**src/rtl/core/ptu_pkg.sv**
```systemverilog
// ----------------------------------------------------------------------------
// ptu_pkg: shared types and constants of the particle tween update block
// Sequencer states, arithmetic step codes, ease modes and register reset values.
// ----------------------------------------------------------------------------
package ptu_pkg;

  // Sequencer states, one-hot
  typedef enum logic [3:0] {
    ST_IDLE = 4'b0001,
    ST_DIV  = 4'b0010,
    ST_MUL  = 4'b0100,
    ST_OUT  = 4'b1000
  } state_e;

  // Multiply steps run by the sequencer, in order
  typedef enum logic [3:0] {
    OP_P2    = 4'd0,
    OP_P3    = 4'd1,
    OP_Q2    = 4'd2,
    OP_Q3    = 4'd3,
    OP_SPD   = 4'd4,
    OP_SX    = 4'd5,
    OP_SY    = 4'd6,
    OP_MDT   = 4'd7,
    OP_PX    = 4'd8,
    OP_PY    = 4'd9,
    OP_ANG   = 4'd10,
    OP_ALPHA = 4'd11,
    OP_FRAME = 4'd12
  } op_e;

  // Ease modes
  localparam logic [1:0] EASE_IN  = 2'd1;
  localparam logic [1:0] EASE_OUT = 2'd2;

  // Register indexes
  localparam logic [2:0] REG_LIFETIME = 3'd0;
  localparam logic [2:0] REG_SPEED    = 3'd1;
  localparam logic [2:0] REG_SCALE_X  = 3'd2;
  localparam logic [2:0] REG_SCALE_Y  = 3'd3;
  localparam logic [2:0] REG_HEADING  = 3'd4;
  localparam logic [2:0] REG_SPIN     = 3'd5;
  localparam logic [2:0] REG_FADE     = 3'd6;
  localparam logic [2:0] REG_EASE     = 3'd7;

  // Register reset values
  localparam logic [23:0] RST_LIFETIME = 24'd19661;
  localparam logic [31:0] RST_SPEED    = 32'h6400_3200;
  localparam logic [31:0] RST_SCALE    = 32'h1000_1000;
  localparam logic [31:0] RST_HEADING  = 32'h0000_4000;
  localparam logic [15:0] RST_SPIN     = 16'h0000;
  localparam logic [16:0] RST_FADE     = 17'h1FFFF;
  localparam logic [9:0]  RST_EASE     = 10'h201;

  // Operand widths of the serial multiplier
  localparam int unsigned MUL_AW = 33;
  localparam int unsigned MUL_BW = 18;
  localparam int unsigned MUL_PW = MUL_AW + MUL_BW;

endpackage

```
**src/rtl/core/ptu_stream_if.sv**
```systemverilog
// ----------------------------------------------------------------------------
// ptu_stream_if: valid/ready channels of the particle tween update block
// Input tick channel and result channel, each with source and sink modports.
// ----------------------------------------------------------------------------
interface ptu_in_if;
  logic        valid;
  logic        ready;
  logic [15:0] delta_time;

  modport source (output valid, output delta_time, input ready);
  modport sink   (input valid, input delta_time, output ready);
endinterface

interface ptu_out_if;
  logic               valid;
  logic               ready;
  logic               dead;
  logic signed [31:0] pos_x;
  logic signed [31:0] pos_y;
  logic        [15:0] heading_angle;
  logic signed [15:0] eased_speed;
  logic        [15:0] size_x;
  logic        [15:0] size_y;
  logic        [15:0] opacity;
  logic        [7:0]  frame_index;

  modport source (output valid, output dead, output pos_x, output pos_y,
                  output heading_angle, output eased_speed, output size_x,
                  output size_y, output opacity, output frame_index, input ready);
  modport sink   (input valid, input dead, input pos_x, input pos_y,
                  input heading_angle, input eased_speed, input size_x,
                  input size_y, input opacity, input frame_index, output ready);
endinterface

```
**src/rtl/core/ptu_div.sv**
```systemverilog
// ----------------------------------------------------------------------------
// ptu_div: bit-serial restoring divider
// Forms floor(num * 65536 / den) for num < den, one quotient bit per cycle.
// ----------------------------------------------------------------------------
module ptu_div (
  input  logic        clk_i,
  input  logic        rst_ni,
  input  logic        start_i,
  input  logic [23:0] num_i,
  input  logic [23:0] den_i,
  output logic        done_o,
  output logic [15:0] quot_o
);

  logic [23:0] rem_q, rem_d;
  logic [23:0] den_q;
  logic [15:0] quot_q, quot_d;
  logic [4:0]  cnt_q;
  logic        busy_q, done_q;
  logic [24:0] trial;
  logic        take;

  // Shift remainder left, subtract divisor when it fits
  always_comb begin
    trial  = {rem_q, 1'b0};
    take   = trial >= {1'b0, den_q};
    rem_d  = take ? 24'(trial - {1'b0, den_q}) : trial[23:0];
    quot_d = {quot_q[14:0], take};
  end

  // Control: count sixteen quotient bits
  always_ff @(posedge clk_i or negedge rst_ni) begin
    if (!rst_ni) begin
      busy_q <= 1'b0;
      done_q <= 1'b0;
      cnt_q  <= '0;
    end else begin
      done_q <= 1'b0;
      if (start_i) begin
        busy_q <= 1'b1;
        cnt_q  <= 5'd16;
      end else if (busy_q) begin
        cnt_q <= cnt_q - 5'd1;
        if (cnt_q == 5'd1) begin
          busy_q <= 1'b0;
          done_q <= 1'b1;
        end
      end
    end
  end

  // Datapath shift registers
  always_ff @(posedge clk_i) begin
    if (start_i) begin
      rem_q  <= num_i;
      den_q  <= den_i;
      quot_q <= '0;
    end else if (busy_q) begin
      rem_q  <= rem_d;
      quot_q <= quot_d;
    end
  end

  assign done_o = done_q;
  assign quot_o = quot_q;

endmodule

```
**src/rtl/core/ptu_mul.sv**
```systemverilog
// ----------------------------------------------------------------------------
// ptu_mul: bit-serial signed multiplier
// Shift-add over the bits of b, most significant first, one bit per cycle.
// ----------------------------------------------------------------------------
module ptu_mul (
  input  logic                                  clk_i,
  input  logic                                  rst_ni,
  input  logic                                  start_i,
  input  logic signed [ptu_pkg::MUL_AW-1:0]     a_i,
  input  logic signed [ptu_pkg::MUL_BW-1:0]     b_i,
  output logic                                  done_o,
  output logic signed [ptu_pkg::MUL_PW-1:0]     prod_o
);
  import ptu_pkg::*;

  localparam int unsigned CW = $clog2(MUL_BW + 1);

  logic signed [MUL_PW-1:0] acc_q, acc_d;
  logic signed [MUL_PW-1:0] a_q;
  logic        [MUL_BW-1:0] b_q;
  logic        [CW-1:0]     cnt_q;
  logic                     busy_q, done_q;
  logic signed [MUL_PW-1:0] addend;

  // Sign bit of b carries negative weight
  always_comb begin
    if (!b_q[MUL_BW-1]) begin
      addend = '0;
    end else if (cnt_q == CW'(MUL_BW)) begin
      addend = -a_q;
    end else begin
      addend = a_q;
    end
    acc_d = (acc_q <<< 1) + addend;
  end

  // Control: count the bits of b
  always_ff @(posedge clk_i or negedge rst_ni) begin
    if (!rst_ni) begin
      busy_q <= 1'b0;
      done_q <= 1'b0;
      cnt_q  <= '0;
    end else begin
      done_q <= 1'b0;
      if (start_i) begin
        busy_q <= 1'b1;
        cnt_q  <= CW'(MUL_BW);
      end else if (busy_q) begin
        cnt_q <= cnt_q - CW'(1);
        if (cnt_q == CW'(1)) begin
          busy_q <= 1'b0;
          done_q <= 1'b1;
        end
      end
    end
  end

  // Accumulate and shift the multiplier bits
  always_ff @(posedge clk_i) begin
    if (start_i) begin
      acc_q <= '0;
      a_q   <= MUL_PW'(a_i);
      b_q   <= b_i;
    end else if (busy_q) begin
      acc_q <= acc_d;
      b_q   <= {b_q[MUL_BW-2:0], 1'b0};
    end
  end

  assign done_o = done_q;
  assign prod_o = acc_q;

endmodule

```
**src/rtl/core/particle_tween_update.sv**
```systemverilog
// ----------------------------------------------------------------------------
// particle_tween_update: per-tick update of one eased particle
// Ages the particle and eases speed, scale, position, angle, alpha and frame.
// ----------------------------------------------------------------------------
// Usage:
//   in_ch carries one tick (delta_time); out_ch returns one result per tick.
//   Both are valid/ready; a transfer happens when valid and ready are high.
//   The user writes registers via cfg_we_i/cfg_idx_i/cfg_data_i only while idle; not enforced.
// Timing:
//   A tick that leaves the particle dead goes from idle to the output state, and
//   its result loads there once the output register is free. A live tick runs a
//   serial divide for the progress (start, one quotient bit per step, hand-off),
//   then 13 multiplies on one 18-bit serial shift-add multiplier (start, one bit
//   of b per step, hand-off), then enters the output state and loads likewise.
//   A new tick is taken once the previous result sits in the output register,
//   so the block takes no new tick while a result is still being formed.
// Reset:
//   Registers take their default values, age, position and angle clear and the
//   held speed, scale and alpha take the start values of the defaults.
// Stall:
//   A waiting result holds in the output register; a finished next result
//   waits in the sequencer until the output register frees up.
// ----------------------------------------------------------------------------
module particle_tween_update (
  input  logic         clk_i,
  input  logic         rst_ni,
  input  logic         cfg_we_i,
  input  logic [2:0]   cfg_idx_i,
  input  logic [31:0]  cfg_data_i,
  ptu_in_if.sink       in_ch,
  ptu_out_if.source    out_ch
);
  import ptu_pkg::*;

  // Configuration registers
  logic [23:0] life_q;
  logic [31:0] speed_q, sx_q, sy_q, head_q;
  logic [15:0] spin_q;
  logic [16:0] fade_q;
  logic [9:0]  ease_q;

  // Particle state
  logic [23:0] age_q;
  logic [31:0] px_q, py_q;
  logic [15:0] ang_q, hspd_q, hsx_q, hsy_q, halpha_q;
  logic [7:0]  hframe_q;

  // Sequencer
  state_e state_q;
  op_e    op_q;
  logic   issued_q;
  logic   dead_q;
  logic [15:0] dt_q, p_q, p2_q, p3_q;
  logic [16:0] q2_q, q3_q;
  logic signed [32:0] m_q;

  // Output register
  logic               ovalid_q, odead_q;
  logic [31:0]        opx_q, opy_q;
  logic [15:0]        oang_q, ospd_q, osx_q, osy_q, oalpha_q;
  logic [7:0]         oframe_q;

  logic [24:0] age_sum;
  logic [23:0] age_nxt;
  logic        alive, in_xfer, out_free;
  logic        div_start, div_done, mul_start, mul_done;
  logic [15:0] quot;
  logic signed [MUL_AW-1:0] mul_a;
  logic signed [MUL_BW-1:0] mul_b;
  logic signed [MUL_PW-1:0] prod;
  logic [16:0] q, f, d_spd, d_sx, d_sy, inv_p3;
  logic [31:0] step, ang_rnd;
  logic [7:0]  fr, cnt_m1;

  // Saturating age and liveness of the incoming tick
  assign age_sum = {1'b0, age_q} + {9'b0, in_ch.delta_time};
  assign age_nxt = age_sum[24] ? 24'hFF_FFFF : age_sum[23:0];
  assign alive   = age_nxt < life_q;
  assign in_ch.ready = (state_q == ST_IDLE);
  assign in_xfer  = in_ch.valid && in_ch.ready;
  assign out_free = !ovalid_q || out_ch.ready;

  assign div_start = (state_q == ST_DIV) && !issued_q;
  assign mul_start = (state_q == ST_MUL) && !issued_q;

  ptu_div u_div (
    .clk_i   (clk_i),
    .rst_ni  (rst_ni),
    .start_i (div_start),
    .num_i   (age_q),
    .den_i   (life_q),
    .done_o  (div_done),
    .quot_o  (quot)
  );

  ptu_mul u_mul (
    .clk_i   (clk_i),
    .rst_ni  (rst_ni),
    .start_i (mul_start),
    .a_i     (mul_a),
    .b_i     (mul_b),
    .done_o  (mul_done),
    .prod_o  (prod)
  );

  // Ease factor and differences
  always_comb begin
    q      = 17'h10000 - {1'b0, p_q};
    inv_p3 = 17'h10000 - {1'b0, p3_q};
    case (ease_q[9:8])
      EASE_IN:  f = {1'b0, p3_q};
      EASE_OUT: f = 17'h10000 - q3_q;
      default:  f = {1'b0, p_q};
    endcase
    d_spd = {speed_q[15], speed_q[15:0]} - {speed_q[31], speed_q[31:16]};
    d_sx  = {1'b0, sx_q[15:0]} - {1'b0, sx_q[31:16]};
    d_sy  = {1'b0, sy_q[15:0]} - {1'b0, sy_q[31:16]};
  end

  // Select multiplier operands for the current step
  always_comb begin
    case (op_q)
      OP_P2:    begin mul_a = {17'b0, p_q};  mul_b = {2'b0, p_q}; end
      OP_P3:    begin mul_a = {17'b0, p2_q}; mul_b = {2'b0, p_q}; end
      OP_Q2:    begin mul_a = {16'b0, q};    mul_b = {1'b0, q}; end
      OP_Q3:    begin mul_a = {16'b0, q2_q}; mul_b = {1'b0, q}; end
      OP_SPD:   begin mul_a = {{16{d_spd[16]}}, d_spd}; mul_b = {1'b0, f}; end
      OP_SX:    begin mul_a = {{16{d_sx[16]}}, d_sx};   mul_b = {1'b0, f}; end
      OP_SY:    begin mul_a = {{16{d_sy[16]}}, d_sy};   mul_b = {1'b0, f}; end
      OP_MDT:   begin mul_a = {{17{hspd_q[15]}}, hspd_q}; mul_b = {2'b0, dt_q}; end
      OP_PX:    begin mul_a = m_q; mul_b = {{2{head_q[31]}}, head_q[31:16]}; end
      OP_PY:    begin mul_a = m_q; mul_b = {{2{head_q[15]}}, head_q[15:0]}; end
      OP_ANG:   begin mul_a = {{17{spin_q[15]}}, spin_q}; mul_b = {2'b0, dt_q}; end
      OP_ALPHA: begin mul_a = {16'b0, inv_p3}; mul_b = {2'b0, fade_q[16:1]}; end
      OP_FRAME: begin mul_a = {25'b0, ease_q[7:0]}; mul_b = {2'b0, p_q}; end
      default:  begin mul_a = '0; mul_b = '0; end
    endcase
  end

  // Result shaping: floor shifts, rounding and frame cap
  assign step    = {{3{prod[50]}}, prod[50:22]};
  assign ang_rnd = prod[31:0] + 32'h0000_8000;
  assign cnt_m1  = ease_q[7:0] - 8'd1;
  assign fr      = (prod[23:16] > cnt_m1) ? cnt_m1 : prod[23:16];

  // Configuration writes
  always_ff @(posedge clk_i or negedge rst_ni) begin
    if (!rst_ni) begin
      life_q  <= RST_LIFETIME;
      speed_q <= RST_SPEED;
      sx_q    <= RST_SCALE;
      sy_q    <= RST_SCALE;
      head_q  <= RST_HEADING;
      spin_q  <= RST_SPIN;
      fade_q  <= RST_FADE;
      ease_q  <= RST_EASE;
    end else if (cfg_we_i) begin
      case (cfg_idx_i)
        REG_LIFETIME: life_q  <= cfg_data_i[23:0];
        REG_SPEED:    speed_q <= cfg_data_i;
        REG_SCALE_X:  sx_q    <= cfg_data_i;
        REG_SCALE_Y:  sy_q    <= cfg_data_i;
        REG_HEADING:  head_q  <= cfg_data_i;
        REG_SPIN:     spin_q  <= cfg_data_i[15:0];
        REG_FADE:     fade_q  <= cfg_data_i[16:0];
        REG_EASE:     ease_q  <= cfg_data_i[9:0];
        default: ;
      endcase
    end
  end

  // Sequencer and particle state
  always_ff @(posedge clk_i or negedge rst_ni) begin
    if (!rst_ni) begin
      state_q  <= ST_IDLE;
      op_q     <= OP_P2;
      issued_q <= 1'b0;
      dead_q   <= 1'b0;
      age_q    <= '0;
      px_q     <= '0;
      py_q     <= '0;
      ang_q    <= '0;
      hspd_q   <= RST_SPEED[31:16];
      hsx_q    <= RST_SCALE[31:16];
      hsy_q    <= RST_SCALE[31:16];
      halpha_q <= RST_FADE[16:1];
      hframe_q <= '0;
    end else begin
      case (state_q)
        ST_IDLE: begin
          if (in_xfer) begin
            age_q    <= age_nxt;
            dead_q   <= !alive;
            issued_q <= 1'b0;
            state_q  <= alive ? ST_DIV : ST_OUT;
          end
        end
        ST_DIV: begin
          issued_q <= !div_done;
          if (div_done) begin
            op_q     <= OP_P2;
            state_q  <= ST_MUL;
          end
        end
        ST_MUL: begin
          issued_q <= !mul_done;
          if (mul_done) begin
            op_q     <= op_e'(op_q + 4'd1);
            case (op_q)
              OP_SPD:   hspd_q <= speed_q[31:16] + prod[31:16];
              OP_SX:    hsx_q  <= sx_q[31:16] + prod[31:16];
              OP_SY:    hsy_q  <= sy_q[31:16] + prod[31:16];
              OP_PX:    px_q   <= px_q + step;
              OP_PY:    py_q   <= py_q + step;
              OP_ANG:   ang_q  <= ang_q + ang_rnd[31:16];
              OP_ALPHA: if (fade_q[0]) halpha_q <= prod[31:16];
              OP_FRAME: begin
                hframe_q <= (ease_q[7:0] == 8'd0) ? 8'd0 : fr;
                state_q  <= ST_OUT;
              end
              default: ;
            endcase
          end
        end
        ST_OUT: begin
          if (out_free) begin
            state_q <= ST_IDLE;
          end
        end
        default: state_q <= ST_IDLE;
      endcase
    end
  end

  // Working values of the live computation
  always_ff @(posedge clk_i) begin
    if (in_xfer) begin
      dt_q <= in_ch.delta_time;
    end
    if (div_done) begin
      p_q <= quot;
    end
    if (mul_done) begin
      case (op_q)
        OP_P2:  p2_q <= prod[31:16];
        OP_P3:  p3_q <= prod[31:16];
        OP_Q2:  q2_q <= prod[32:16];
        OP_Q3:  q3_q <= prod[32:16];
        OP_MDT: m_q  <= prod[32:0];
        default: ;
      endcase
    end
  end

  // Output register: load when free, drop valid on transfer
  always_ff @(posedge clk_i or negedge rst_ni) begin
    if (!rst_ni) begin
      ovalid_q <= 1'b0;
    end else if (state_q == ST_OUT && out_free) begin
      ovalid_q <= 1'b1;
    end else if (out_ch.ready) begin
      ovalid_q <= 1'b0;
    end
  end

  always_ff @(posedge clk_i) begin
    if (state_q == ST_OUT && out_free) begin
      odead_q  <= dead_q;
      opx_q    <= px_q;
      opy_q    <= py_q;
      oang_q   <= ang_q;
      ospd_q   <= hspd_q;
      osx_q    <= hsx_q;
      osy_q    <= hsy_q;
      oalpha_q <= halpha_q;
      oframe_q <= hframe_q;
    end
  end

  assign out_ch.valid         = ovalid_q;
  assign out_ch.dead          = odead_q;
  assign out_ch.pos_x         = opx_q;
  assign out_ch.pos_y         = opy_q;
  assign out_ch.heading_angle = oang_q;
  assign out_ch.eased_speed   = ospd_q;
  assign out_ch.size_x        = osx_q;
  assign out_ch.size_y        = osy_q;
  assign out_ch.opacity       = oalpha_q;
  assign out_ch.frame_index   = oframe_q;

  // Serial units only finish in the state that waits for them
  a_div_done: assert property (@(posedge clk_i) disable iff (!rst_ni)
    div_done |-> state_q == ST_DIV)
    else $error("divider finished outside the divide step");

  a_mul_done: assert property (@(posedge clk_i) disable iff (!rst_ni)
    mul_done |-> state_q == ST_MUL)
    else $error("multiplier finished outside the multiply steps");

  a_issue: assert property (@(posedge clk_i) disable iff (!rst_ni)
    issued_q |-> (state_q == ST_DIV || state_q == ST_MUL))
    else $error("unit marked busy while the sequencer is not waiting");

  a_dead_path: assert property (@(posedge clk_i) disable iff (!rst_ni)
    (in_xfer && !alive) |=> state_q == ST_OUT)
    else $error("dead tick did not go straight to the output");

endmodule

```
**src/flat_wrapper.sv**
```systemverilog
// flat-port wrapper written by rule: the top's interface ports become plain ports
module particle_tween_update_flat import ptu_pkg::*;
  (clk_i, rst_ni, cfg_we_i, cfg_idx_i, cfg_data_i, in_ch_valid, in_ch_delta_time, in_ch_ready, out_ch_valid, out_ch_dead, out_ch_pos_x, out_ch_pos_y, out_ch_heading_angle, out_ch_eased_speed, out_ch_size_x, out_ch_size_y, out_ch_opacity, out_ch_frame_index, out_ch_ready);
  ptu_in_if in_ch_i ();
  ptu_out_if out_ch_i ();
  input  logic clk_i;
  input  logic rst_ni;
  input  logic cfg_we_i;
  input  logic [2:0] cfg_idx_i;
  input  logic [31:0] cfg_data_i;
  input wire logic [$bits(in_ch_i.valid)-1:0] in_ch_valid;
  input wire logic [$bits(in_ch_i.delta_time)-1:0] in_ch_delta_time;
  output wire logic [$bits(in_ch_i.ready)-1:0] in_ch_ready;
  output wire logic [$bits(out_ch_i.valid)-1:0] out_ch_valid;
  output wire logic [$bits(out_ch_i.dead)-1:0] out_ch_dead;
  output wire logic [$bits(out_ch_i.pos_x)-1:0] out_ch_pos_x;
  output wire logic [$bits(out_ch_i.pos_y)-1:0] out_ch_pos_y;
  output wire logic [$bits(out_ch_i.heading_angle)-1:0] out_ch_heading_angle;
  output wire logic [$bits(out_ch_i.eased_speed)-1:0] out_ch_eased_speed;
  output wire logic [$bits(out_ch_i.size_x)-1:0] out_ch_size_x;
  output wire logic [$bits(out_ch_i.size_y)-1:0] out_ch_size_y;
  output wire logic [$bits(out_ch_i.opacity)-1:0] out_ch_opacity;
  output wire logic [$bits(out_ch_i.frame_index)-1:0] out_ch_frame_index;
  input wire logic [$bits(out_ch_i.ready)-1:0] out_ch_ready;
  assign in_ch_i.valid = in_ch_valid;
  assign in_ch_i.delta_time = in_ch_delta_time;
  assign in_ch_ready = in_ch_i.ready;
  assign out_ch_valid = out_ch_i.valid;
  assign out_ch_dead = out_ch_i.dead;
  assign out_ch_pos_x = out_ch_i.pos_x;
  assign out_ch_pos_y = out_ch_i.pos_y;
  assign out_ch_heading_angle = out_ch_i.heading_angle;
  assign out_ch_eased_speed = out_ch_i.eased_speed;
  assign out_ch_size_x = out_ch_i.size_x;
  assign out_ch_size_y = out_ch_i.size_y;
  assign out_ch_opacity = out_ch_i.opacity;
  assign out_ch_frame_index = out_ch_i.frame_index;
  assign out_ch_i.ready = out_ch_ready;
  particle_tween_update u_core (.clk_i(clk_i), .rst_ni(rst_ni), .cfg_we_i(cfg_we_i), .cfg_idx_i(cfg_idx_i), .cfg_data_i(cfg_data_i), .in_ch(in_ch_i), .out_ch(out_ch_i));
endmodule
```
**config.mk**
```make
export PLATFORM = sky130hd
export DESIGN_NAME = particle_tween_update_flat
export DESIGN_NICKNAME = d
export VERILOG_FILES = /design/src/rtl/core/ptu_pkg.sv /design/src/rtl/core/ptu_stream_if.sv /design/src/rtl/core/ptu_div.sv /design/src/rtl/core/ptu_mul.sv /design/src/rtl/core/particle_tween_update.sv /design/src/flat_wrapper.sv
export SDC_FILE = /design/constraint.sdc
export NUM_CORES = 2
export LEC_CHECK = 0
export BUFFER_PORTS_ARGS = -buffer_cell sky130_fd_sc_hd__buf_2
export CORE_AREA = 5 5 233 325
export CTS_CLUSTER_DIAMETER = 50
export DETAILED_ROUTE_END_ITERATION = 12
export DIE_AREA = 0 0 238 330
export PLACE_DENSITY = 0.83
export SLEW_MARGIN = 20
export SYNTH_ARGS = -nofsm -noshare
export SYNTH_HDL_FRONTEND = slang
export SYNTH_SLANG_ARGS = --single-unit
```
**constraint.sdc**
```tcl
create_clock -name clk_i -period 25.1 [get_ports clk_i]
set_input_delay 5.02 -clock clk_i [delete_from_list [all_inputs] [get_ports clk_i]]
set_output_delay 5.02 -clock clk_i [all_outputs]
set_load 0.1 [all_outputs]
```
# Word-level counts from Yosys, hierarchy flattened
# Index checks and enable logic that the tools add are counted.
[totals]
register_bits = 846
latch_bits = 0
ramBits = 0
mem_bits_ro = 0
in_bits = 56
output_inout_bits = 155
wordCells = 198
mem_count = 0
[classes]
n_addsub = 21
n_mul = 0
div_mod_pow = 0
order_cmp = 3
eq_ne = 33
shift = 0
mux = 43
bitwise_logic = 0
reduce_logical = 48
[op_table]
columns = ["op", "n"]
rows = [
  ["case mux 33 bit (12 select lines)", 1],
  ["case mux 18 bit (7 select lines)", 1],
  ["2-to-1 mux 51 bit", 2],
  ["2-to-1 mux 24 bit", 4],
  ["adder 16 bit", 4],
  ["adder 32 bit", 2],
  ["adder 51 bit", 1],
  ["negator 33 -> 51 bit", 1],
  ["subtractor 16 x 16 -> 17 bit", 3],
  ["2-to-1 mux 18 bit", 2],
  ["case mux 17 bit (2 select lines)", 1],
  ["subtractor 17 x 16 -> 17 bit (first input constant)", 2],
  ["adder 32 x 16 -> 32 bit (second input constant)", 1],
  ["2-to-1 mux 4 bit", 8],
  ["AND reduction 2 bit", 15],
  ["adder 24 x 16 -> 25 bit", 1],
  ["greater-or-equal comparator 25 x 24 -> 1 bit", 1],
  ["== test 4 bit (second input constant)", 6],
  ["< comparator 24 bit", 1],
  ["AND reduction 3 bit", 8],
  ["subtractor 24 bit", 1],
  ["== test 4 x 3 -> 1 bit (second input constant)", 5],
  ["2-to-1 mux 5 bit", 4],
  ["subtractor 17 bit (first input constant)", 1],
  ["32 further kinds", 72],
]

# Logic depth before layout (Yosys ltp)
[depth]
word_depth = 6
mapped_depth = 26
depth_no_buf = 25

# Cells and area by module
# A second synthesis with hierarchy kept.
[hier_totals]
hier_cells = 4572
area_unflattened_um2 = 47839.6
[modules_own_cells]
columns = ["module", "n_inst", "cells_per_inst", "area_each_um2", "seq_area_each_um2"]
rows = [
  ["particle_tween_update", 1, 3287, 35873.2, 18162.4],
  ["ptu_mul", 1, 861, 7722.4, 2727.6],
  ["ptu_div", 1, 424, 4244.1, 1936.9],
]

# Worst setup path after synthesis
# No wires, ideal clock.
[synth_path]
path_kind = "input to register"
startpoint = "in out_ch_ready"
endpoint = "reg u_core.odead_q (netlist: u_core.out_ch.dead) (enable)"
arrival_ns = 12.427
slack_ns = 11.956
cell_stages = 2
cell_sequence = "inv_1 a21oi_1"
[synth_between]
elab_chain_cells = 2
[synth_lines]
columns = ["item", "line_no", "source"]
rows = [
  ["from (decl)", "flat_wrapper.sv:24", "input wire logic [$bits(out_ch_i.ready)-1:0] out_ch_ready;"],
  ["logical OR 1 bit", "particle_tween_update.sv:81", "assign out_free = !ovalid_q || out_ch.ready;"],
  ["logical AND 1 bit", "particle_tween_update.sv:267", "if (state_q == ST_OUT && out_free) begin"],
  ["to (signal assigned)", "particle_tween_update.sv:268", "odead_q <= dead_q;"],
  ["to (decl)", "particle_tween_update.sv:58", "logic ovalid_q, odead_q;"],
]
# No other way between the ends.
# A chain may end at the register's enable or synchronous reset.

# Worst setup path in the final report
[layout_path]
startpoint = "in in_ch_delta_time[0]"
endpoint = "reg u_core.state_q[3]"
[layout_between]
elab_chain_cells = 6
[layout_lines]
columns = ["item", "line_no", "source"]
rows = [
  ["from (decl)", "flat_wrapper.sv:12", "input wire logic [$bits(in_ch_i.delta_time)-1:0] in_ch_delta_time;"],
  ["adder 24 x 16 -> 25 bit", "particle_tween_update.sv:76", "assign age_sum = {1'b0, age_q} + {9'b0, in_ch.delta_time};"],
  ["2-to-1 mux 24 bit", "particle_tween_update.sv:77", "assign age_nxt = age_sum[24] ? 24'hFF_FFFF : age_sum[23:0];"],
  ["named net u_core.age_nxt[17]", "particle_tween_update.sv:64", "logic [23:0] age_nxt;"],
  ["< comparator 24 bit", "particle_tween_update.sv:78", "assign alive = age_nxt < life_q;"],
  ["2-to-1 mux 4 bit", "particle_tween_update.sv:195", "state_q <= alive ? ST_DIV : ST_OUT;"],
  ["2-to-1 mux 4 bit", "particle_tween_update.sv:191", "if (in_xfer) begin"],
  ["case mux 4 bit (4 select lines)", "particle_tween_update.sv:189", "case (state_q)"],
  ["to (signal assigned)", "particle_tween_update.sv:195", ""],
  ["to (decl)", "particle_tween_update.sv:49", "state_e state_q;"],
]
# The timed path passes the listed nets, and every way through them passes these cells. The select of a mux whose other input is x is not followed.

==> key figures <==
Worst setup path
  • R2R Setup Slk: 18960 ps
  • Worst setup SP type: input port
  • Crit path max fanout: 19
  • Crit path capture type: register
  • Crit Path Class: input port to register
  • Worst EP arrival: 10670 ps
  • CP Data Required Time: 25610 ps

Timing
  • RSZ-0062 raised after global routing: no
  • Final TNS setup: 0 ps
  • Fmax: 98.4 MHz
  • Fin. Hold Viols: 0
  • Final setup viols: 0
  • Post-layout min period: 10160 ps
  • Slew margin rel.: 13.8%
  • Clock Skew: 28.4 ps
  • Final period util: 40.5%
  • Min Hold Slack: 436 ps
  • Final slew viol count: 0
  • Worst Tran Pin Value: 1290 ps

GRT
  • Vias in the first global route: 35.7k
  • Aggregate global-route resource usage: 34.0%
  • First-pass GRT wire length: 206000 um
  • Initial antenna violation count: 8
  • Grt ovf: 0
  • Largest net degree at the start of global routing: 160

Logic synthesis
  • Unique cell type count in the Yosys netlist: 88
  • Syn nets: 4849
  • Synthesized area: 0.0466 mm2
  • Avg Inst Size Synth: 10.4 um2
  • Seq/Total Area, Yosys: 49.0%
  • Yosys reg bits: 846
  • Cell taking the most area after synthesis: edfxtp_1
  • Top cells by count, synth: nand2_1 (470), edfxtp_1 (383), o21ai_0 (356)
  • Top FF cell, synth: edfxtp_1
  • Share of the synthesized area in the top cell type: 24.7%
  • YS warnings: 0
  • Asr flop ratio synth: 46.8%
  • Most frequent cell after synthesis: nand2_1
  • Number of synthesized flops with an enable pin: 383
  • Top post-synthesis cells by area: edfxtp_1 (25%), dfrtp_1 (18%), ha_1 (8.2%), mux2_2 (4.1%), o21ai_0 (3.8%)
  • Mapped Cells: 4474

Finish
  • Area grow syn2layout: 10.6%
  • Nets: 5007
  • Share of layout cells above drive strength 1: 14.2%
  • Post-layout util: 71.1%
  • Post-Layout Cell Count: 5659
  • Design Area, Final: 0.0515 mm2

Status
  • Outcome: completed

Routing
  • Iteration-0 DRC Markers: 3649
  • Via count: 36.5k
  • 1st-pass router iterations: 10
  • Routed Wire Length: 136000 um
  • Wire per inst: 24.1 um
  • Vias per cell: 6.45
  • Post-DRT Antenna Nets: 0
  • Number of remaining DRC errors: 0

Clock network
  • Skew-Pair Late Insertion Delay: 660 ps
  • Clk root buf: clkbuf_16
  • Clock-pin slew on the worst setup and hold paths: 60 ps
  • Cts bufs inserted: 84
  • Post-CTS Setup Inserts: 0
  • Clk buf depth: 3
  • CTS tree: yes
  • Resize count post-CTS: 0
  • # clock sinks: 846
  • CTS Hold Bufs: 0
  • H-tree levels: 3

Floorplanning
  • Core area: 0.0725 mm2
  • Die ar.: 0.0785 mm2
  • # IOs: 211
  • Core Rows: 117
  • DIE HEIGHT: 330 um
  • Chip width: 238 um
  • Initial Util: 64.3%

Placed design
  • Cell Area, Placed: 0.0486 mm2
  • Number of buffers added on ports: 210
  • Detail Placement HPWL: 99400 um
  • Placed Cells: 5498
  • Routability cong.: 1.02

Min path
  • Worst min-delay path category: register to register

Pwr
  • Worst VDD drop: 97.4 uV
  • P_leak: 0.0228 uW
  • Pwr Density: 97.2 mW/mm2

Flow run
  • Max-Cap Viols: 0
==> power by group <==
part	leakage [uW]	total (uW)	internal, uW	switching (uW)
Clock	0.00143	1360	788	571
Sequential	0.00930	1870	1680	184
Combinational	0.0120	1780	719	1070
Total	0.0228	5010	3190	1820
==> per-stage QoR <==
stage | total power [uW] | worst slack [ps]
finish | 5010 | 14940
global route | 5260 | 14450
CTS | 4980 | 14960
detailed placement | 3610 | 14340
global placement | 3560 | 14450
floorplan | 3120 | 11960
==> path summary, 6_finish.rpt <==
check	cells past startpoint	end	start
min	0	u_core.p_q[15]	u_core.u_div.quot_o[15]
max	27	u_core.state_q[3]	in_ch_delta_time[0]
min reg2reg	0	u_core.p_q[15]	u_core.u_div.quot_o[15]
max reg2reg	21	u_core.u_mul.prod_o[45]	u_core.u_mul.a_q[2]
max in group asynchronous	3	u_core.u_div.cnt_q[4]	rst_ni
min in group asynchronous	1	u_core.ang_q[15]	rst_ni
==> critical path: stages <==
cell      delay (ps)
buf_2            110
ha_1             220
fa_1             400
a21o_1           200
a21oi_1          240
o21bai_1         130
a21oi_1          260
o21bai_1         160
a21oi_1          290
o31ai_1          190
a211o_1          410
nand2_1          510
buf_4            330
nand2_1           90
mux2_2           280
ha_1             290
a21o_1           160
a21o_1           160
a21o_1           180
a21oi_1          130
nor2b_1           60
o21ai_0          160
nand2b_1          70
a21oi_1          130
o31ai_1           80
a21oi_1          260
o211ai_1         120
==> flip-flops by register name (all words and copies together), names as in the netlist, 18 cells and up <==
signal / count
u_core.life_q: 24
u_core.u_div.den_q: 24
u_core.u_mul.b_q: 18
u_core.sx_q: 32
u_core.out_ch.pos_y: 32
u_core.age_q: 24
u_core.out_ch.pos_x: 32
u_core.py_q: 32
u_core.sy_q: 32
u_core.u_mul.a_q: 33
u_core.u_mul.prod_o: 51
u_core.u_div.rem_q: 24
u_core.px_q: 32
u_core.speed_q: 32
u_core.m_q: 33
u_core.head_q: 32
==> layout make-up <==
cell class	count	area, um2
multi-input cells	3224	22300
inverters	220	826
clock inverters	50	653
well taps	952	1190
diodes	3	7.51
clock buffers	108	2320
repair buffers	256	1430
fillers	5192	20900
flip-flops and latches	846	22800
==> kinds of logic after synthesis <==
kind of cell | Yosys count | share of synthesized area, %
simple gates | 1228 | 12.3
compound gates | 1163 | 15.9
flops | 846 | 49.0
buf+inv | 404 | 3.28
fa+ha+maj | 319 | 8.76
xor+xnor | 288 | 5.41
mux | 226 | 5.31
==> layout by cell type (no fill, tap or decap), drive strengths merged, types with 40 or more instances in the layout <==
cell type	n
nand2	470
edfxtp	383
o21ai	362
dfrtp	336
ha	307
nor2	288
buf	256
a21oi	252
inv	230
mux2	168
xnor2	164
xor2	124
a21o	115
clkbuf	108
nand3	78
dfxtp	67
dfstp	60
nor3	60
mux2i	58
and2	56
or3	53
a31oi	48
a22oi	41
nand2b	40
a21boi	40
==> metal layers <==
metal / global-route usage [%] / up-vias / routed length [um]
li1: - / 16576 / -
met1: 40.2 / 17612 / 48700
met2: 57.7 / 1773 / 66100
met3: 6.10 / 518 / 11500
met4: 20.9 / 8 / 10100
met5: 0 / - / 49
Note: power is estimated with default switching activity, not from simulation.
